## config.mk

```make
export PLATFORM = sky130hd
export DESIGN_NAME = dpmn_reduce
export DESIGN_NICKNAME = d
export VERILOG_FILES = /design/src/rtl/dpmn_pkg.sv /design/src/rtl/dpmn_reduce.sv
export SDC_FILE = /design/constraint.sdc
export NUM_CORES = 1
export LEC_CHECK = 0
export BUFFER_PORTS_ARGS = -buffer_cell sky130_fd_sc_hd__buf_4
export CORE_UTILIZATION = 37
export DETAILED_ROUTE_END_ITERATION = 6
export PLACE_DENSITY = 0.69
export SLEW_MARGIN = 20
export SYNTH_ARGS = -nofsm -noshare
export SYNTH_HDL_FRONTEND = slang
export SYNTH_SLANG_ARGS = --single-unit
```

## constraint.sdc

```tcl
create_clock -name vclk -period 1.5
set_input_delay 0.15 -clock vclk [all_inputs]
set_output_delay 0.15 -clock vclk [all_outputs]
set_load 0.05 [all_outputs]
```

## src/rtl/dpmn_pkg.sv

```systemverilog
package dpmn_pkg;

    // Widths of the two divisions
    localparam int DDEN_W      = 23;    // link * lanes
    localparam int LDEN_W      = 20;    // link
    localparam int Q_W         = 32;    // quotient bits, larger values flag an error

    // Divider pipeline shape
    localparam int DIV_STAGES  = 8;
    localparam int STEPS_PER   = Q_W / DIV_STAGES;

    // Ratio constants
    localparam logic [23:0] MN_LIMIT   = 24'hFFFFFF;
    localparam logic [27:0] DATA_N_INI = 28'h8000000;
    localparam logic [19:0] LINK_N_INI = 20'h80000;
    localparam logic [5:0]  TU_SIZE    = 6'd63;

    localparam int IN_W  = 56;
    localparam int OUT_W = 104;

endpackage

```

## src/rtl/dpmn_reduce.sv

```systemverilog
// Shift an M/N pair right until both fit in 24 bits.
module dpmn_reduce
    import dpmn_pkg::*;
#(
    parameter int N_W = 28
)
(
    input  logic [Q_W-1:0] m_in,
    input  logic [N_W-1:0] n_ini,
    output logic [23:0]    m_out,
    output logic [23:0]    n_out
);

    localparam int NSH = N_W - 24;

    logic [3:0]     sh_m;
    logic [3:0]     sh;
    logic [Q_W-1:0] m_sh;
    logic [N_W-1:0] n_sh;

    // Bits of M above the 24-bit limit
    always_comb
    begin
        sh_m = 4'd0;
        for (int b = 24; b < Q_W; b++)
        begin
            if (m_in[b])
                sh_m = 4'(b - 23);
        end
        sh   = (sh_m > 4'(NSH)) ? sh_m : 4'(NSH);
        m_sh = m_in >> sh;
        n_sh = n_ini >> sh;
    end

    assign m_out = m_sh[23:0];
    assign n_out = n_sh[23:0];

endmodule

```

Word level (Yosys, flattened, before mapping)
Cells that the tools add are included.

operators by class
  shift-type cells = 2
  magnitude comparators = 1
  muxes and demuxes = 9

operator list
  cell                  count
  $mux W4               8
  $shr A32 B4 Y24       1
  $shr A28 B4 Y24       1
  $gt A4 B3 Y1 const B  1
  $mux W1               1

word-level totals
  register bits after elaboration = 0
  output and inout bits = 48
  input bits = 60
  word-level logic and storage cells = 12

Depth between registers and ports, before layout
Gate-level depths: netlist (run 1).

  word-level depth = 11
  mapped depth = 5
  depth with buffers taken out = 3

Worst setup path after synthesis (run 1)
OpenSTA, ideal clock, no wires.

  kind = input -> output
  start = input m_in[31]
  end = output n_out[21]
  stages = 4
  buffers on the path = 1
  path slack = -1.657 ns
  data required time = 1.350 ns
  data arrival time = 3.007 ns
  cell sequence = buf_2 and3b_1 a211oi_1 a2111oi_0

on the way
  cells in the longest elaborated chain, start to end = 4

RTL lines
  what                line               RTL
  start: declaration  dpmn_reduce.sv:8   input logic [Q_W-1:0] m_in,
  $mux W4 *           dpmn_reduce.sv:27  if (m_in[b])
  $gt A4 B3 Y1        dpmn_reduce.sv:30  sh = (sh_m > 4'(NSH)) ? sh_m : 4'(NSH);
  $mux W4 *           dpmn_reduce.sv:30
  $shr A28 B4 Y24 *   dpmn_reduce.sv:32  n_sh = n_ini >> sh;
  end: declaration    dpmn_reduce.sv:11  output logic [23:0] n_out

Every way passes the cells marked *; elsewhere a longest branch is shown, timed or not.

Worst setup path after layout (run 1)
  start = input m_in[30]
  end = output m_out[23]

on the way
  cells in the longest elaborated chain, start to end = 5

RTL lines
  what                   line               RTL
  $mux W4 (2 in series)  dpmn_reduce.sv:27
  $gt A4 B3 Y1           dpmn_reduce.sv:30
  $mux W4                dpmn_reduce.sv:30
  $shr A32 B4 Y24 *      dpmn_reduce.sv:31  m_sh = m_in >> sh;
  end: declaration       dpmn_reduce.sv:10  output logic [23:0] m_out,

Marks and branches as above.

==> results of run 1 <==
==> Yosys cell counts (3+ instances only) <==
master,count
a21oi_1,9
a221o_1,18
a22oi_1,17
a311o_1,3
a31oi_1,14
and2_1,13
buf_1,3
buf_2,10
buf_4,4
clkbuf_1,16
inv_1,17
mux2i_1,40
nand2_1,47
nand2b_1,3
nand3b_1,5
nor2_1,16
nor2b_1,5
nor3_1,3
o21ai_0,4
o221ai_1,18
o31a_1,5
or3_1,3
==> worst min-delay path: cells and delay by family <==
family / cells / cell delay [ps]
buf+inv: 2 / 280
compound gates: 1 / 70
==> kinds of logic after synthesis <==
| logic type | Yosys count | share of synthesized area, % |
|---|---|---|
| simple gates | 99 | 25.4 |
| compound gates | 95 | 40.2 |
| buf+inv | 52 | 12.3 |
| mux | 41 | 22.1 |
==> per-stage QoR <==
step / instance area, um2 / instances / total power, uW
floorplan: 2040 / 287 / 921
global placement: 2960 / 448 / 1370
detailed placement: 2960 / 448 / 1380
CTS: 2990 / 448 / 1400
global route: 3060 / 448 / 1500
finish: 3060 / 448 / 1420
==> timing repair <==
| action | in CTS | in global routing |
|---|---|---|
| endpoints found under the setup margin | 12 | 39 |
| resized for setup | 7 | 17 |
| pin swaps | 0 | 2 |
==> how the worst max path moves through the flow <==
stage	from	end	slack [ps]	cells after the start
after detailed placement	m_in[29]	n_out[12]	-50	6
after floorplan	m_in[30]	n_out[0]	-280	3
after global placement	m_in[29]	n_out[19]	-40	6
final	m_in[30]	m_out[23]	20	5
after global routing	m_in[29]	n_out[1]	-30	6
after CTS	m_in[30]	m_out[4]	-30	6
==> power groups by stage <==
stage               Combinational (uW)  Clock [uW]  Sequential [uW]
finish                            1420           0                0
global route                      1500           0                0
CTS                               1400           0                0
detailed placement                1380           0                0
global placement                  1370           0                0
floorplan                          921           0                0
==> layout make-up <==
| class | count | area (um2) |
|---|---|---|
| inverter | 18 | 71.3 |
| tap | 67 | 83.8 |
| multi-input combinational | 235 | 1830 |
| fill | 443 | 1730 |
| timing repair buffer | 128 | 1080 |
==> metal layers <==
metal	vias up	track usage, %
li1	1280	-
met1	1225	35.3
met2	95	41.2
met3	0	0.414
met4	0	0.436
met5	-	0
==> results.yml, run 1 <==
status:
  outcome: "complete, no violations"
final_layout:
  syn2layout_area_growth_pct: 64.1
  postLayoutCoreUtil_pct: 63.9
  area.sequential_um2: 0
  nNetsFinal: 443
  nClkBuffers: 0
  final_common_cell: "buf_4"
  diodes: 0
  mostFrequentLayoutCells: "buf_4 (107), nand2_1 (47), mux2i_1 (40), a221o_1 (18)"
  drive_gt1_share_pct: 41.7
  seq_cells: 0
power_and_ir_drop:
  powerDensity_nw_per_um2: 466
  comb_power_share_pct: 100.0
  p_leak_uw: 0.00138
  switching_share_pct: 61.0
  p_sw_uw: 869
  p_int_uw: 555
  clkPwrFrac_pct: 0
  peakVddDrop_uv: 222
  p_seq_share_pct: 0
die:
  core_area_um2: 4790
  die_y_um: 73.0
  rows: 25
  dieArea_um2: 5330
  ios: 108
  die_w_um: 73.0
  initial_core_util_pct: 39.0
place:
  hpwl_um: 5100
  gp_congestion: 0.846
  preCtsSetupSlack_ps: -46.0
  port_buffers: 100
hold_path:
  worstHoldPathCells: 3
  hp-class: "in2out"
  hold_start: "m_in[29]"
  holdPathEnd: "n_out[21]"
clock_tree:
  post_cts_buffers: 0
  ctsHoldBuffers: 0
synth:
  yosys.area.top_type: "mux2i_1"
  postSynthCellCount: 287
  synth_top_area_share_pct: 21.5
  netlist_area_um2: 1860
  synth.top_cells.by_area: "mux2i_1 (21%), a221o_1 (9.7%), nand2_1 (9.5%)"
  yosys_warnings: 0
  syn-num-nets: 347
  seq_area_frac_synth_pct: 0
  syn_avg_cell_area_um2: 6.50
  synth_cell_types: 36
drt:
  wl_met3_um: 286
  drc_errors: 0
  wl_met2_um: 3350
  routed_wl_um: 6760
  detail_route.wl_per_cell_um: 15.1
  routed.top_layer: "met3"
  wl_met1_um: 3120
  via_per_inst: 5.80
  ant_nets: 0
  routed-via-count: 2600
  drt_pass1_iterations: 4
  drt_iter0_drc: 143
grt:
  grt_usage_pct: 24.0
  antenna_found_initial: 0
  grt_max_degree: 48
  grt.overflow.total: 0
  grt_pass1_vias: 2256
  grt_pass1_wl_um: 10700
timing:
  period_minus_slack_ps: 1480
  hold_violations: 0
  fmax_mhz: 674
  setup_ws_ps: 16.8
  finalSetupViolations: 0
  slew_headroom_pct: 75.1
  totalNegativeSetupSlack_ps: 0
  final-max-slew-violation-count: 0
  hold_ws_ps: 662
  worst_pin_slew_ps: 372
  rsz0062_at_grt: "true"
  period_share_pct: 98.9
setup_path:
  cp_slowest_stage_delay_ps: 400
  path_max_fanout: 13
  critical_path.slowest_cell: "or3_4"
  cp-end-kind: "output port"
  path_cells: "buf_6, or3_4, buf_4, or3_1, buf_6"
  cp_num_buf_inv: 3
  path_class: "in2out"
  cp_top_family: "simple AND/OR/NAND/NOR gates"
  worst_setup_path_start_kind: "input pin"
  arrival_ps: 1330
  worstPathRequired_ps: 1350
  cp_common_cell: "buf_6"
flow_run:
  cap_violations: 0
Note: power is estimated with default switching activity, not from simulation.
==> run 2: changes to the inputs <==
--- a/config.mk
+++ b/config.mk
@@ -13,3 +13,4 @@
 export SYNTH_ARGS = -nofsm -noshare
 export SYNTH_HDL_FRONTEND = slang
 export SYNTH_SLANG_ARGS = --single-unit
+export TNS_END_PERCENT = 10
==> constraint.sdc (replaced) <==
create_clock -name vclk -period 1.5
set_input_delay 0.15 -clock vclk [all_inputs]
set_output_delay 0.15 -clock vclk [all_outputs]
set_load 0.005 [all_outputs]
==> run 2 against run 1 <==
First-iteration DRC count is 24% higher. Sequential share of layout area is the same. Fmax grew 2.1%. Flip-flop and latch count stayed put. Global-route usage down 1.6 points.
==> results.yml, run 2 (synthesized netlist as in run 1, its figures left out) <==
status:
  outcome: "complete, no violations"
clock_tree:
  cts_resized: 0
  post_cts_buffers: 0
  ctsHoldBuffers: 0
drt:
  via_per_inst: 5.69
  drt_pass1_iterations: 5
  ant_nets: 0
  routed_wl_um: 6550
  routed-via-count: 2517
  detail_route.wl_per_cell_um: 14.8
  drc_errors: 0
  drt_iter0_drc: 177
setup_path:
  arrival_ps: 1300
  cp.depth: 6
  worst_setup_path_start_kind: "input pin"
  worstPathRequired_ps: 1350
  path_cells: "buf_4, and2b_2, buf_12, mux2i_1, a221o_1, buf_4"
  cp_top_family: "buffers and inverters"
  path_class: "in2out"
  cp_num_buf_inv: 3
  critical_path.slowest_cell: "a221o_1"
  cp_slowest_stage_delay_ps: 320
  cp_common_cell: "buf_4"
  cp-end-kind: "output port"
  path_max_fanout: 15
final_layout:
  syn2layout_area_growth_pct: 48.7
  nClkBuffers: 0
  diodes: 0
  nFillCells: 484
  mostFrequentLayoutCells: "buf_4 (117), nand2_1 (47), mux2i_1 (39), a221o_1 (18), o221ai_1 (18)"
  nNetsFinal: 437
  final_common_cell: "buf_4"
  fin_cells: 442
  postLayoutCoreUtil_pct: 57.9
  seq_cells: 0
  area.sequential_um2: 0
  drive_gt1_share_pct: 33.9
timing:
  period_share_pct: 96.8
  slew_headroom_pct: 75.2
  hold_violations: 0
  worst_pin_slew_ps: 366
  period_minus_slack_ps: 1450
  rsz0062_at_grt: "false"
  finalSetupViolations: 0
  final-max-slew-violation-count: 0
  totalNegativeSetupSlack_ps: 0
  fmax_mhz: 688
die:
  die_w_um: 73.0
  rows: 25
  ios: 108
  core_area_um2: 4790
  dieArea_um2: 5330
  die_y_um: 73.0
  initial_core_util_pct: 39.0
place:
  port_buffers: 100
  hpwl_um: 4860
  gp_congestion: 0.835
  dp.cells: 442
power_and_ir_drop:
  p_leak_uw: 0.00130
  powerDensity_nw_per_um2: 321
  peakVddDrop_uv: 216
grt:
  grt_pass1_vias: 2167
  grt_usage_pct: 22.4
  antenna_found_initial: 0
  grt_max_degree: 36
  grt.overflow.total: 0
  grt_pass1_wl_um: 9960
hold_path:
  hp-class: "in2out"
  worstHoldPathCells: 4
flow_run:
  cap_violations: 0
## run 2: changes by cell type in the layout (fill, tap and decap cells not counted), sizes merged
cell      previous run  this run
clkinv               0         1
buf                128       122
clkinvlp             1         0
## run 2: routing by layer
metal | up-vias | routed length (um) | global-route usage (%)
li1 | 1264 | - | -
met1 | 1166 | 3130 | 33.9
met2 | 87 | 3090 | 36.7
met3 | 0 | 334 | 0.691
met4 | 0 | 0 | 1.09
met5 | - | 0 | 0
## run 2: stage by stage
stage	hold WS (ps)	total power, uW	area [um2]	worst slack, ps
2_1_floorplan	391	441	1860	321
3_3_place_gp	626	875	2760	49.5
3_5_place_dp	626	881	2760	43.3
4_1_cts	627	884	2760	43.2
5_1_grt	652	964	2770	4.80
6_report	628	890	2770	47.3
## run 2: where the power goes
group | internal [uW] | total, uW | switching [uW]
Sequential | 0 | 0 | 0
Combinational | 478 | 890 | 412
Clock | 0 | 0 | 0
## run 2: final cells by class
type	count	area, um2	area share, %
multi-input combinational	235	1650	59.5
timing repair buffer	122	970	35.0
tap	67	83.8	3.02
inverter	18	67.6	2.44
## run 2: final timing paths
path	endpoint	slack [ps]	from
min	m_out[3]	630	m_in[11]
max	n_out[11]	50	m_in[29]
==> run 3: changes to the inputs <==
--- a/config.mk
+++ b/config.mk
@@ -6,6 +6,7 @@
 export NUM_CORES = 1
 export LEC_CHECK = 0
 export BUFFER_PORTS_ARGS = -buffer_cell sky130_fd_sc_hd__buf_4
+export CORE_ASPECT_RATIO = 0.9
 export CORE_UTILIZATION = 37
 export DETAILED_ROUTE_END_ITERATION = 6
 export PLACE_DENSITY = 0.69
==> run 3 against run 2 <==
Flip-flop and latch count unchanged. Combinational power grew 0.9%. Critical path depth stayed put. First-iteration DRC count is 9.0% higher. Critical path type unchanged. Largest cell class unchanged. Highest routed layer unchanged.
==> results.yml, run 3 (synthesized netlist as in run 1, its figures left out) <==
setup_path:
  worstPathRequired_ps: 1350
  startpoint: "m_in[29]"
  worst_setup_path_start_kind: "input pin"
  path_class: "in2out"
  path_max_fanout: 17
  cp-end-kind: "output port"
  arrival_ps: 1310
final_layout:
  nNetsFinal: 438
  fin_area_um2: 2790
  seq_cells: 0
  nFillCells: 473
  drive_gt1_share_pct: 33.8
  postLayoutCoreUtil_pct: 57.7
  diodes: 0
  final_common_cell: "buf_4"
  nClkBuffers: 0
  mostFrequentLayoutCells: "buf_4 (116), nand2_1 (47), mux2i_1 (40), a221o_1 (18)"
  area.sequential_um2: 0
  syn2layout_area_growth_pct: 49.6
timing:
  period_minus_slack_ps: 1460
  rsz0062_at_grt: "true"
  hold_ws_ps: 625
  fmax_mhz: 687
  hold_violations: 0
  final-max-slew-violation-count: 0
  period_share_pct: 97.0
  finalSetupViolations: 0
  worst_pin_slew_ps: 437
  slew_headroom_pct: 70.1
power_and_ir_drop:
  p_leak_uw: 0.00131
  p_sw_uw: 415
  p_int_uw: 483
  power_uw: 898
  clkPwrFrac_pct: 0
  peakVddDrop_uv: 297
  powerDensity_nw_per_um2: 322
  comb_power_share_pct: 100.0
  switching_share_pct: 46.2
  p_seq_share_pct: 0
drt:
  drt_iter0_drc: 193
  ant_nets: 0
  detail_route.wl_per_cell_um: 14.7
  drt_pass1_iterations: 5
  routed_wl_um: 6490
  via_per_inst: 5.93
  routed-via-count: 2615
  drc_errors: 0
place:
  gp_congestion: 0.807
  hpwl_um: 4870
  port_buffers: 100
  placed_area_um2: 2780
grt:
  grt_pass1_wl_um: 10700
  grt_pass1_vias: 2233
  grt.overflow.total: 0
  grt_usage_pct: 23.1
  grt_max_degree: 48
  antenna_found_initial: 0
die:
  rows: 24
  die_w_um: 76.8
  die_y_um: 69.3
  dieArea_um2: 5330
  ios: 108
  core_area_um2: 4830
  initial_core_util_pct: 38.6
status:
  outcome: "complete, no violations"
hold_path:
  hp-class: "in2out"
  hold_start: "m_in[24]"
clock_tree:
  post_cts_buffers: 0
  ctsHoldBuffers: 0
flow_run:
  cap_violations: 0
[run 3: power by group through the flow]
stage	clock [uW]	combinational [uW]	sequential [uW]
after floorplan	0	441	0
after global placement	0	877	0
after detailed placement	0	888	0
after CTS	0	891	0
after global routing	0	976	0
final	0	898	0
[run 3: worst paths after layout]
check	slack [ps]	end	cells past startpoint
setup / recovery	40	n_out[11]	6
hold / removal	620	m_out[16]	4
[run 3: timing repair]
item	CTS	global route
resized for setup	0	4
setup endpoints to repair	0	12
hold endpoints to repair	0	0
[run 3: cell type report]
class | count | area (um2) | share of cell area (%)
Timing Repair Buffer | 123 | 993 | 35.6
Inverter | 18 | 67.6 | 2.42
Tap cell | 65 | 81.3 | 2.92
Multi-Input combinational cell | 235 | 1650 | 59.0
[run 3: stage by stage]
| step | TNS, ps | setup WS, ps | std cells |
|---|---|---|---|
| CTS | 0 | 10.5 | 441 |
| floorplan | 0 | 321 | 287 |
| detailed placement | 0 | 16.9 | 441 |
| global route | -41.3 | -38.7 | 441 |
| finish | 0 | 44.8 | 441 |
| global placement | 0 | 15.5 | 441 |
[run 3: per-layer routing]
metal,wire (um),share of wire (%),global-route usage (%)
met1,3050,47,35.2
met2,3040,47,37.2
met3,404,6.2,1.32
met4,0,0,0.427
met5,0,0,0
[run 3: worst max-delay path: stages]
cell     delay, ps
buf_6          120
and2b_2        260
buf_12         170
mux2i_1        130
a221o_1        330
buf_4          140
