File: config.mk
export PLATFORM = sky130hd
export DESIGN_NAME = dpmn_div_slice
export DESIGN_NICKNAME = d
export VERILOG_FILES = /design/src/rtl/dpmn_pkg.sv /design/src/rtl/dpmn_div_slice.sv
export SDC_FILE = /design/constraint.sdc
export NUM_CORES = 1
export LEC_CHECK = 0
export ABC_CLOCK_PERIOD_IN_PS = 10610
export BUFFER_PORTS_ARGS = -buffer_cell sky130_fd_sc_hd__buf_2
export CORE_MARGIN = 5
export CORE_UTILIZATION = 40
export CTS_CLUSTER_SIZE = 12
export DETAILED_ROUTE_END_ITERATION = 10
export GPL_ROUTABILITY_DRIVEN = 1
export SLEW_MARGIN = 10
export SYNTH_ARGS = -nofsm -noshare
export SYNTH_HDL_FRONTEND = slang
export SYNTH_SLANG_ARGS = --single-unit
File: constraint.sdc
create_clock -name clk -period 10.61 [get_ports clk]
set_input_delay 1.5915 -clock clk [delete_from_list [all_inputs] [get_ports clk]]
set_output_delay 1.5915 -clock clk [all_outputs]
set_load 0.005 [all_outputs]
File: src/rtl/dpmn_pkg.sv
package dpmn_pkg;

    // Widths of the two divisions
    localparam int DDEN_W      = 23;    // link * lanes
    localparam int LDEN_W      = 20;    // link
    localparam int Q_W         = 32;    // quotient bits, larger values flag an error

    // Divider pipeline shape
    localparam int DIV_STAGES  = 8;
    localparam int STEPS_PER   = Q_W / DIV_STAGES;

    // Ratio constants
    localparam logic [23:0] MN_LIMIT   = 24'hFFFFFF;
    localparam logic [27:0] DATA_N_INI = 28'h8000000;
    localparam logic [19:0] LINK_N_INI = 20'h80000;
    localparam logic [5:0]  TU_SIZE    = 6'd63;

    localparam int IN_W  = 56;
    localparam int OUT_W = 104;

endpackage

File: src/rtl/dpmn_div_slice.sv
// Several restoring division steps, one register at the end.
module dpmn_div_slice
    import dpmn_pkg::*;
#(
    parameter int DEN_W = 20,
    parameter int STEPS = 4
)
(
    input  logic             clk,
    input  logic             en,
    input  logic [DEN_W-1:0] den_in,
    input  logic [DEN_W-1:0] rem_in,
    input  logic [Q_W-1:0]   qn_in,
    output logic [DEN_W-1:0] den_reg,
    output logic [DEN_W-1:0] rem_reg,
    output logic [Q_W-1:0]   qn_reg
);

    logic [DEN_W-1:0] rem_next;
    logic [Q_W-1:0]   qn_next;

    // Shift in one numerator bit per step, subtract when it fits
    always_comb
    begin
        logic [DEN_W:0] trial;
        logic           fits;
        rem_next = rem_in;
        qn_next  = qn_in;
        for (int i = 0; i < STEPS; i++)
        begin
            trial = {rem_next, qn_next[Q_W-1]};
            fits  = (trial >= {1'b0, den_in});
            if (fits)
                trial = trial - {1'b0, den_in};
            rem_next = trial[DEN_W-1:0];
            qn_next  = {qn_next[Q_W-2:0], fits};
        end
    end

    always_ff @(posedge clk)
    begin
        if (en)
        begin
            den_reg <= den_in;
            rem_reg <= rem_next;
            qn_reg  <= qn_next;
        end
    end

endmodule

* Yosys cells after proc, flatten, opt, wreduce, memory -nomap -nowiden
Index checks and enable logic that the tools add are counted.
W data, S select, Z words.
** Cells by class
- $add $sub $neg :: 4
- Order comparisons :: 4
- Multiplexer cells :: 4
** Operators with widths (number)
- $ge A21 B20 Y1 :: 4
- $mux W20 :: 4
- $sub A20 B20 Y20 :: 4
** Storage, ports and cells
- Output and inout port bits :: 72
- Input port bits :: 74
- Register bits :: 72

* Depth between registers and ports, before layout
Gate-level depths: netlist (run 1).
- Depth after elaboration :: 8
- Depth in mapped cells :: 49
- Depth with buffers taken out :: 46

* Least setup slack after synthesis (run 1)
Ideal clock, no wire load.
- Path kind :: input-to-reg
- From :: in den_in[1]
- To :: reg rem_reg[10], data pin
- Arrival :: 10.803 ns
- Cell stages on the path :: 46
- Slack :: -0.454 ns
- Path buffers :: 3
- Cells stage by stage :: inv_1 > ha_1 > nor2b_1 > o31a_1 > o31ai_4 > a22oi_2 > a21oi_2 > inv_2 > o21ai_0 > inv_1 > ha_1 > nor2b_1 > o31a_1 > o31a_1 > o21a_1 > a211oi_1 > a21o_1 > nand2_1 > (+10 left out) > a31oi_1 > o21ai_0 > nand2b_1 > buf_2 > mux2_2 > ha_1 > or2_2 > a21oi_1 > a31oi_1 > nand2_1 > o211ai_1 > nor4b_1 > o31ai_1 > a21oi_1 > o21ai_0 > a221o_1 > buf_6 > mux2_4
** On the way
- Word-level cells in the longest chain between the ends :: 8
- Elaborated cells between the ends (all ways) :: 12
- Those cells by class :: add/sub (4); order compare (4); mux (4)
** RTL lines
- start, declared :: RTL line dpmn_div_slice.sv:11 : input logic [DEN_W-1:0] den_in,
- $ge A21 B20 Y1 (*) :: RTL line dpmn_div_slice.sv:32 : fits = (trial >= {1'b0, den_in});
- named net qn_next[3] :: RTL line dpmn_div_slice.sv:20 : logic [Q_W-1:0] qn_next;
- $mux W20 (*) :: RTL line dpmn_div_slice.sv:33 : if (fits)
- $ge A21 B20 Y1 (*) :: RTL line dpmn_div_slice.sv:32
- named net qn_next[2] :: RTL line dpmn_div_slice.sv:20
- $mux W20 (*) :: RTL line dpmn_div_slice.sv:33
- $sub A20 B20 Y20 / $ge A21 B20 Y1 (equally long branches) :: RTL line dpmn_div_slice.sv:34, dpmn_div_slice.sv:32
- $mux W20 (*) :: RTL line dpmn_div_slice.sv:33
- $sub A20 B20 Y20 / $ge A21 B20 Y1 (equally long branches) :: RTL line dpmn_div_slice.sv:34, dpmn_div_slice.sv:32
- $mux W20 (*) :: RTL line dpmn_div_slice.sv:33
- named net rem_next[10] :: RTL line dpmn_div_slice.sv:19 : logic [DEN_W-1:0] rem_next;
- end signal, assigned :: RTL line dpmn_div_slice.sv:45 : rem_reg <= rem_next;
- end, declared :: RTL line dpmn_div_slice.sv:15 : output logic [DEN_W-1:0] rem_reg,
The timed path passes the listed nets; every way through them passes the cells marked *.
A chain may end at the register's enable or synchronous reset.

* Worst setup path after layout (run 1)
- From :: in den_in[1]
- To :: reg rem_reg[10], data pin
** On the way
- Word-level cells in the longest chain between the ends :: 8
- Elaborated cells between the ends (all ways) :: 12
- Those cells by class :: add/sub (4); order compare (4); mux (4)
** RTL lines (RTL line)
- $sub A20 B20 Y20 / $ge A21 B20 Y1 (equally long branches) :: dpmn_div_slice.sv:34, dpmn_div_slice.sv:32
- $mux W20 :: dpmn_div_slice.sv:33
- $sub A20 B20 Y20 / $ge A21 B20 Y1 (equally long branches) :: dpmn_div_slice.sv:34, dpmn_div_slice.sv:32
- $mux W20 :: dpmn_div_slice.sv:33
- $sub A20 B20 Y20 / $ge A21 B20 Y1 (equally long branches) :: dpmn_div_slice.sv:34, dpmn_div_slice.sv:32
- $mux W20 :: dpmn_div_slice.sv:33
- $sub A20 B20 Y20 / $ge A21 B20 Y1 (equally long branches) :: dpmn_div_slice.sv:34, dpmn_div_slice.sv:32
- $mux W20 (*) :: dpmn_div_slice.sv:33
- named net rem_next[10] :: dpmn_div_slice.sv:19
Marks and branches as above.

==> metrics, run 1 <==
Reg clk slew, reported paths=~0.060 ns; first-pass GRT wire length=around 32,000 µm; area grow syn2layout=42.88%; Wirelength per Cell=16.22 µm; #FFs+latches synth=72; Largest register FFs=32; row count=48; switching fraction of total power=about 37%; Crit Path Class=input port to flop; Clock Tree Root=clkbuf_16; drt drc=0; Hold WS=about 1.4 ns; Boundary Pins=around 150; DP HPWL=17,020 µm; Comb power frac=roughly three quarters; Slew Viols, Final=0; syn_nets=880; Initial Utilization=around two fifths; CTS Buf Count=9; CP arrival=between 10 and 15 ns; hold-critical path depth=1; final hold viol count=0; most common cell after layout, fill and taps aside=buf_4; antenna fix cells=0; DR vias=just under 7,000; CTS tree=built; Post-synth EDFFs=72; Via density=5.254; Async S/R FF share, synth=0%; Worst Hold Launch=qn_in[13]; cell-internal power=slightly above 2 mW; GP Congestion=roughly 0.93; final antenna-violating net count=0; clock power share=9.0%; final worst path period share=between 90% and 100%; status=completed; leakage=about 4.5 nW; Die Y=around 140 µm; largest net degree at the start of global routing=73; Core Region=roughly 17,000 µm²; Yosys cell types=60; die area=19,950 µm²; placed inst area=between 9000 and 10,000 µm²; Die Wd=141.3 µm; synth warn=0; slowest stage delay, CP=roughly 0.47 ns; Detailed Route WL=between 20,000 and 25,000 µm; Max Root-Sink Buffers=2; DRT iter0 DRCs=roughly 330; Syn Area/Cell=about 9.5 µm²; Synth Cell Area=6892 µm²; PwrDens=approximately 330 nW/µm²; initial antenna violation count=0; Nets=around 1,200; Max VDD drop=around 0.00017 V; total track usage=between 10% and 20%; sequential element share of the synthesized area=31.37%; MaxCap Viol Count=0; drt pass-1 iters=5; Worst-Margin Slew=approximately 0.95 ns; Synth Flop Type=edfxtp_1; clock sink total=72; Design Area, Final=9847 µm²; final setup violation count=0; Worst Hold End=qn_reg[17]; Slowest cell on crit path=a221o_2; layout cells sized above 1=between 40% and 50%; Reg power frac=between 10% and 20%; input/output buffers=145; Top cell by count, worst path=o21ai_2; total grt overflow=0; Post-Synthesis Cells=722; CP Max Fanout=13; HP Class=input port to flop; most frequent cells in the layout=buf_4 (178), buf_2 (144), ha_1 (73); Setup crit start kind=input port; H-tree levels=3; net load switching power=approximately 1.2 mW; Critical Path RT=approximately 11 ns; vias in the first global route=6,490; relative slew slack=between 30% and 40%; f_max=around 97 MHz; CP Capture Type=flop; shortest period the worst path allows=roughly 10 ns
==> cell type report <==
cell class,count,area (µm²)
Tap cell,225,281.5
Timing Repair Buffer,331,2203
Sequential cell,72,2162
Inverter,43,166.4
Multi-Input combinational cell,598,4745
Clock buffer,10,229.0
Fill cell,1547,7269
Clock inverter,6,60.06
==> what timing repair did <==
action | CTS | global route
hold buffers | 0 | 0
resized for setup | 0 | 54
setup endpoints to repair | 0 | 21
setup buffers | 0 | 13
endpoints found under the hold margin | 0 | 0
==> per-layer routing <==
layer / track usage [%] / vias up / wire (µm)
met5: 0 / - / 0
met4: 4.488 / 0 / 306
met3: 3.134 / 26 / 1287
met2: 33.08 / 211 / 9689
met1: 27.47 / 3132 / 9557
li1: - / 3382 / -
==> cells by family after synthesis <==
group | count (synthesis) | share of synthesized area, %
compound gates | 211 | 19.30
flops | 72 | 31.37
simple gates | 188 | 12.93
xor+xnor | 57 | 7.244
buf+inv | 52 | 3.104
fa+ha+maj | 84 | 15.69
mux | 58 | 10.37
==> power by group through the flow <==
| stage | Combinational, mW | Sequential (mW) | Clock, mW |
|---|---|---|---|
| after floorplan | 1.56 | 0.478 | 0 |
| after global placement | 2.29 | 0.467 | 0 |
| after detailed placement | 2.32 | 0.470 | 0 |
| after CTS | 2.33 | 0.464 | 0.306 |
| after global routing | 2.74 | 0.468 | 0.319 |
| final | 2.52 | 0.463 | 0.294 |
==> how the worst max path moves through the flow <==
stage / from / endpoint / slack, ns / cells after the start
2_1_floorplan: den_in[1] / rem_reg[10] / 0.009 / 44
3_3_place_gp: qn_in[31] / rem_reg[1] / -0.15 / 49
3_5_place_dp: qn_in[31] / rem_reg[3] / -0.25 / 49
4_1_cts: qn_in[31] / rem_reg[3] / 0.09 / 49
5_1_grt: den_in[1] / rem_reg[11] / -0.08 / 45
6_report: den_in[1] / rem_reg[10] / 0.27 / 45
==> synthesized netlist by cell type (all sizes together) (4+ instances only) <==
| master | instances | area share (%) |
|---|---|---|
| o21a | 13 | 1.4 |
| mux2 | 53 | 9.6 |
| nand3 | 16 | 1.2 |
| o21bai | 4 | 0.44 |
| a21o | 14 | 1.5 |
| nand2b | 13 | 1.2 |
| o211ai | 5 | 0.54 |
| a211oi | 12 | 1.3 |
| o31a | 6 | 0.76 |
| nor2 | 51 | 2.8 |
| fa | 4 | 1.2 |
| a21oi | 62 | 4.6 |
| mux2i | 5 | 0.73 |
| or2 | 5 | 0.45 |
| nor3 | 14 | 1.0 |
| buf | 5 | 0.54 |
| inv | 43 | 2.3 |
| nand2 | 55 | 3.0 |
| xnor2 | 39 | 5.0 |
| xor2 | 18 | 2.3 |
| edfxtp | 72 | 31 |
| nor2b | 9 | 0.82 |
| o31ai | 7 | 0.96 |
| nand4 | 7 | 0.64 |
| ha | 80 | 15 |
| clkbuf | 4 | 0.22 |
| o21ai | 60 | 4.4 |
| a31oi | 10 | 0.91 |
==> critical path, delay by kind of cell <==
| kind | cells | cell delay, ns |
|---|---|---|
| fa+ha+maj | 4 | 0.95 |
| compound gates | 22 | 4.28 |
| simple gates | 10 | 1.80 |
| buf+inv | 6 | 0.85 |
| mux | 3 | 0.92 |
==> metrics by stage <==
step / util [%] / TNS, ns / cells / total power [mW] / setup slack [ns]
floorplan: - / 0 / 722 / 2.035 / 0.009136
global placement: 53.54 / -2.619 / 1253 / 2.753 / -0.1454
finish: 57.53 / 0 / 1285 / 3.275 / 0.2683
detailed placement: 53.54 / -4.479 / 1253 / 2.790 / -0.2461
global route: 57.53 / -1.350 / 1285 / 3.525 / -0.08493
CTS: 55.23 / 0 / 1269 / 3.101 / 0.09122
Power figures use the tool's default switching activity.
==> inputs of run 2 (changes only) <==
--- a/config.mk
+++ b/config.mk
@@ -8,10 +8,11 @@
 export ABC_CLOCK_PERIOD_IN_PS = 10610
 export BUFFER_PORTS_ARGS = -buffer_cell sky130_fd_sc_hd__buf_2
 export CORE_MARGIN = 5
-export CORE_UTILIZATION = 40
+export CORE_UTILIZATION = 45
 export CTS_CLUSTER_SIZE = 12
 export DETAILED_ROUTE_END_ITERATION = 10
 export GPL_ROUTABILITY_DRIVEN = 1
+export PLACE_DENSITY = 0.7
 export SLEW_MARGIN = 10
 export SYNTH_ARGS = -nofsm -noshare
 export SYNTH_HDL_FRONTEND = slang
==> metrics, run 2 (synthesized netlist as in run 1, its figures left out) <==
Worst-Margin Slew=0.9012 ns (was 0.9503 ns); CTS Buf Count=9 (unchanged); Worst Hold Launch=qn_in[11] (was qn_in[13]); MaxCap Viol Count=0 (unchanged); Clock Tree Root=clkbuf_16 (unchanged); Boundary Pins=146 (unchanged); final worst path period share=97.26% (was 97.47%); Via density=5.473 (was 5.254); Reg clk slew, reported paths=0.06 ns (about the same); Crit Path Class=input port to flop (unchanged); final antenna-violating net count=0 (unchanged); GP Congestion=1.045 (was 0.9347); DP HPWL=16,130 µm (was 17,020 µm); CP Max Fanout=8 (was 13); PwrDens=332.7 nW/µm² (was 332.5 nW/µm²); total grt overflow=0 (unchanged); DR vias=6,628 (was 6,751); row count=45 (was 48); Setup TNS=0 ns (unchanged); slowest stage delay, CP=0.43 ns (was 0.47 ns); layout cells sized above 1=39.69% (was 41.51%); area grow syn2layout=37.69% (was 42.88%); final setup violation count=0 (unchanged); vias in the first global route=6,379 (was 6,490); relative slew slack=39.92% (was 36.64%); Slew Viols, Final=0 (unchanged); Largest register FFs=32 (unchanged); final hold viol count=0 (unchanged); clock sink total=72 (unchanged); status=completed (unchanged); Worst Hold End=qn_reg[15] (was qn_reg[17]); die area=17,890 µm² (was 19,950 µm²); initial antenna violation count=0 (unchanged); Top cell by count, worst path=ha_1 (was o21ai_2); CTS tree=built (unchanged); Max Root-Sink Buffers=2 (unchanged); most common cell after layout, fill and taps aside=buf_4 (unchanged); f_max=96.90 MHz (was 96.70 MHz); Die Wd=133.8 µm (was 141.3 µm); Wirelength per Cell=16.20 µm (was 16.22 µm); Initial Utilization=45.67% (was 40.26%); hold-critical path depth=1 (unchanged); non-filler cells, final=1,211 (was 1,285); first-pass GRT wire length=30,650 µm (was 31,920 µm); DRT iter0 DRCs=331 (was 326); antenna fix cells=0 (unchanged); drt pass-1 iters=5 (unchanged); cts hold-fix bufs=0 (unchanged); HP Class=input port to flop (unchanged); Slowest cell on crit path=a221o_2 (unchanged); Setup crit start kind=input port (unchanged); Nets=1,176 (was 1,213); total track usage=21.13% (was 19.93%); Max VDD drop=0.0001548 V (was 0.0001705 V); placed instance count=1,182 (was 1,253); CP arrival=10.39 ns (was 10.42 ns); Die Y=133.8 µm (was 141.3 µm); most frequent cells in the layout=buf_4 (145), buf_2 (144), edfxtp_1 (72) (was buf_4 (178), buf_2 (144), ha_1 (73)); leakage=4.346 nW (was 4.543 nW); input/output buffers=145 (unchanged); Critical Path RT=10.69 ns (about the same); CP Capture Type=flop (unchanged); largest net degree at the start of global routing=73 (unchanged); shortest period the worst path allows=10.32 ns (was 10.34 ns); Detailed Route WL=19,620 µm (was 20,840 µm); H-tree levels=3 (unchanged); drt drc=0 (unchanged); power after layout=3.157 mW (was 3.275 mW); Core Region=15,090 µm² (was 17,120 µm²)
[run 2: changes by cell type in the layout (fill, tap and decap cells not counted), sizes merged]
cell	delta
inv	+1
clkinv	-2
clkbuf	-2
clkinvlp	+2
buf	-36
[run 2: report_power, final]
group          internal, mW  total (mW)  switching, mW
combinational          1.34        2.40           1.07
clock                 0.182       0.294          0.112
sequential            0.449       0.461         0.0127
[run 2: area by class of cell]
type / instances / area (µm²)
fillers: 1324 / 5600
multi-input cells: 598 / 4740
flip-flops and latches: 72 / 2162
repair buffers: 294 / 1892
well taps: 188 / 235.2
clock buffers: 9 / 225.2
inverters: 43 / 163.9
clock inverters: 7 / 71.32
[run 2: worst max-delay path by stage]
stage	cells after the start	to	start
2_1_floorplan	44	rem_reg[10]	den_in[1]
3_3_place_gp	41	rem_reg[1]	den_in[9]
3_5_place_dp	45	rem_reg[2]	qn_in[31]
4_1_cts	45	rem_reg[5]	qn_in[31]
5_1_grt	45	rem_reg[14]	den_in[9]
6_report	44	rem_reg[8]	den_in[1]
[run 2: repair_timing]
action / CTS / global route
resized for setup: 0 / 53
setup buffers: 0 / 12
setup endpoints to repair: 0 / 21
[run 2: worst max-delay path: cells and delay by family]
family / cells / cell delay (ns)
buf+inv: 5 / 0.49
mux: 3 / 0.99
fa+ha+maj: 4 / 1.12
compound gates: 22 / 4.44
simple gates: 10 / 1.72
[run 2: per-layer routing]
| layer | GRT usage, % | up-vias | wire length (µm) |
|---|---|---|---|
| li1 | - | 3305 | - |
| met1 | 28.92 | 3085 | 9073 |
| met2 | 34.87 | 208 | 9052 |
| met3 | 2.908 | 30 | 1094 |
| met4 | 6.229 | 0 | 400 |
| met5 | 0 | - | 0 |
[run 2: stage by stage]
stage	hold WS, ns	utilization [%]	area (µm²)	worst slack [ns]
floorplan	1.690	-	6919	0.009136
global placement	1.768	58.73	8862	0.08755
detailed placement	1.770	58.73	8862	-0.1482
CTS	1.423	60.70	9159	0.1470
global route	1.420	62.89	9489	-0.1750
finish	1.436	62.89	9489	0.2906
==> inputs of run 3 (changes only) <==
--- a/config.mk
+++ b/config.mk
@@ -5,6 +5,7 @@
 export SDC_FILE = /design/constraint.sdc
 export NUM_CORES = 1
 export LEC_CHECK = 0
+export ABC_AREA = 1
 export ABC_CLOCK_PERIOD_IN_PS = 10610
 export BUFFER_PORTS_ARGS = -buffer_cell sky130_fd_sc_hd__buf_2
 export CORE_MARGIN = 5
@@ -12,7 +13,8 @@
 export CTS_CLUSTER_SIZE = 12
 export DETAILED_ROUTE_END_ITERATION = 10
 export GPL_ROUTABILITY_DRIVEN = 1
-export PLACE_DENSITY = 0.7
+export PLACE_DENSITY = 0.69
+export RECOVER_POWER = 50
 export SLEW_MARGIN = 10
 export SYNTH_ARGS = -nofsm -noshare
 export SYNTH_HDL_FRONTEND = slang
==> metrics, run 3 <==
Worst-Margin Slew=3.741 ns (was 0.9012 ns); Core Region=17,300 µm² (was 15,090 µm²); top cells by area, synth=edfxtp_1 (27%), nand2_1 (19%), ha_1 (13%) (was edfxtp_1 (31%), ha_1 (15%), mux2_2 (5.4%)); Yosys top cell area share=27.20% (was 31.37%); stages on the worst setup path=46 (was 44); PwrDens=305.4 nW/µm² (was 332.7 nW/µm²); syn_nets=1,296 (was 880); vias in the first global route=7,560 (was 6,379); non-filler cells, final=1,521 (was 1,211); Post-synth EDFFs=72 (unchanged); Slowest cell on crit path=ha_1 (was a221o_2); Clock Tree Root=clkbuf_16 (unchanged); Reg power frac=16.8% (was 14.6%); input/output buffers=145 (unchanged); DR vias=8,131 (was 6,628); Max VDD drop=0.0001973 V (was 0.0001548 V); layout cells sized above 1=13.89% (was 39.69%); Die Y=142.9 µm (was 133.8 µm); Hold WS=1.438 ns (was 1.436 ns); #FFs+latches synth=72 (unchanged); cell-internal power=1.334 mW (was 1.967 mW); CTS tree=built (unchanged); Initial Utilization=45.95% (was 45.67%); largest net degree at the start of global routing=73 (unchanged); Design Area, Final=9151 µm² (was 9489 µm²); worst setup path endpoint=rem_reg[5] (was rem_reg[8]); Detailed Route WL=27,540 µm (was 19,620 µm); synth warn=0 (unchanged); antenna fix cells=0 (unchanged); CP delay by family, top=simple AND/OR/NAND/NOR gates (was compound AO/OA/AOI/OAI gates); Critical Path RT=10.80 ns (was 10.69 ns); Nets=1,450 (was 1,176); final worst path period share=92.62% (was 97.26%); Synth Flop Type=edfxtp_1 (unchanged); Via density=5.346 (was 5.473); Filler cells=1,721 (was 1,324); Synth Cell Area=7948 µm² (was 6892 µm²); drt drc=0 (unchanged); placed instance count=1,506 (was 1,182); top cells by count, synth=nand2_1 (397), inv_1 (156), ha_1 (80), edfxtp_1 (72), nand3_1 (71) (was ha_1 (80), edfxtp_1 (72), a21oi_1 (61), o21ai_0 (57), nand2_1 (55)); power after layout=2.795 mW (was 3.157 mW); first-pass GRT wire length=41,460 µm (was 30,650 µm); area grow syn2layout=15.14% (was 37.69%); Die Wd=142.9 µm (was 133.8 µm); clock sink total=72 (unchanged); MaxCap Viol Count=1 (was 0); Wirelength per Cell=18.11 µm (was 16.20 µm); most frequent cells in the layout=nand2_1 (396), inv_1 (156), buf_2 (100) (was buf_4 (145), buf_2 (144), edfxtp_1 (72)); Async S/R FF share, synth=0% (unchanged); Synth area leader=edfxtp_1 (unchanged); Top cell by count, worst path=nand2_1 (was ha_1); status=finished with violations (was completed); most common cell after layout, fill and taps aside=nand2_1 (was buf_4); Syn Area/Cell=6.984 µm² (was 9.545 µm²); placed inst area=8946 µm² (was 8862 µm²); shortest period the worst path allows=9.827 ns (was 10.32 ns); failing checks=max-capacitance violations, max-slew violations; Setup crit start=den_in[16] (was den_in[1]); Comb power frac=73.8% (was 76.1%); drt pass-1 iters=5 (unchanged); Setup crit start kind=input port (unchanged); CP arrival=10.02 ns (was 10.39 ns); DRT iter0 DRCs=676 (was 331); CP Capture Type=flop (unchanged); final setup violation count=0 (unchanged); CP Max Fanout=23 (was 8); Slew Viols, Final=73 (was 0); GP Congestion=1.000 (was 1.045); RSZ-0062 raised after global routing=false; relative slew slack=-149.4% (was 39.92%); Crit Path Class=input port to flop (unchanged); f_max=101.8 MHz (was 96.90 MHz); total track usage=26.61% (was 21.13%); clock power share=9.4% (was 9.3%); Largest register FFs=32 (unchanged); total grt overflow=0 (unchanged); Setup TNS=0 ns (unchanged); H-tree levels=3 (unchanged); Yosys cell types=43 (was 60); Boundary Pins=146 (unchanged); Buffers & Inverters on Critical Path=7 (was 5); Post-Synthesis Cells=1,138 (was 722); Reg clk slew, reported paths=0.06 ns (about the same); HP Class=input port to flop (unchanged); Max Root-Sink Buffers=2 (unchanged); net load switching power=1.461 mW (was 1.190 mW); sequential element share of the synthesized area=27.20% (was 31.37%); most numerous cell in the Yosys netlist=nand2_1 (was ha_1); initial antenna violation count=0 (unchanged); DP HPWL=23,060 µm (was 16,130 µm); CTS Buf Count=9 (unchanged); slowest stage delay, CP=0.39 ns (was 0.43 ns); switching fraction of total power=52.29% (was 37.69%); leakage=4.727 nW (was 4.346 nW); final hold viol count=0 (unchanged); final antenna-violating net count=0 (unchanged); row count=48 (was 45); die area=20,420 µm² (was 17,890 µm²)
run 3: cell types whose count changed in the layout (fill, tap and decap cells not counted), moves of 13 or more:
| cell | previous run | this run |
|---|---|---|
| clkbuf_1 | 0 | 45 |
| mux2_4 | 22 | 0 |
| inv_1 | 41 | 156 |
| buf_4 | 145 | 15 |
| nand2_1 | 54 | 396 |
| nand2_2 | 0 | 17 |
| a21oi_1 | 56 | 69 |
| buf_2 | 144 | 100 |
| xor2_1 | 18 | 34 |
| nand3_1 | 16 | 71 |
| mux2_2 | 29 | 0 |
| nand3_2 | 0 | 13 |
| nand4_1 | 7 | 25 |
run 3: logic make-up (layout without fill, tap and decap cells):
group           Yosys count  after routing  share of synthesized area (%)
fa+ha+maj                84             84                          13.60
buf+inv                 181            339                          9.367
compound gates          130            130                          8.989
flops                    72             72                          27.20
xor+xnor                 64             64                          7.053
simple gates            607            607                          33.78
run 3: layout make-up:
cell class	instances	area, µm²	share of cell area (%)
flip-flops and latches	72	2162	23.63
inverters	163	611.8	6.686
well taps	225	281.5	3.076
multi-input cells	885	5047	55.15
repair buffers	161	785.8	8.586
clock buffers	9	225.2	2.461
clock inverters	6	37.54	0.4102
run 3: worst min-delay path by stage:
stage / start / end / slack, ns / cells after the start
2_1_floorplan: den_in[0] / den_reg[0] / 1.69 / 0
3_3_place_gp: qn_in[22] / qn_reg[26] / 1.77 / 1
3_5_place_dp: qn_in[10] / qn_reg[14] / 1.77 / 1
4_1_cts: qn_in[10] / qn_reg[14] / 1.43 / 1
5_1_grt: qn_in[10] / qn_reg[14] / 1.42 / 1
6_report: qn_in[10] / qn_reg[14] / 1.44 / 1
run 3: stage by stage:
step	util, %	setup WS [ns]
after floorplan	-	2.346
after global placement	51.72	0.6716
after detailed placement	51.72	0.5051
after CTS	53.24	0.8093
after global routing	52.91	0.09040
final	52.91	0.7833
run 3: what timing repair did:
action	in CTS	in global routing
setup endpoints to repair	0	21
hold buffers	0	0
setup buffers	0	0
hold endpoints to repair	0	0
resized for setup	0	1
run 3: power groups by stage:
stage	clock, mW	sequential, mW	combinational (mW)
global route	0.285	0.475	2.30
CTS	0.268	0.467	2.03
detailed placement	0	0.473	2.02
floorplan	0	0.481	1.52
global placement	0	0.471	2.02
finish	0.263	0.469	2.06
run 3: metal layers:
metal  part of all wire [%]  global-route usage, %
met3                    9.7                  4.387
met1                     44                  36.85
met4                    5.1                  13.31
met5                      0                      0
met2                     42                  40.21
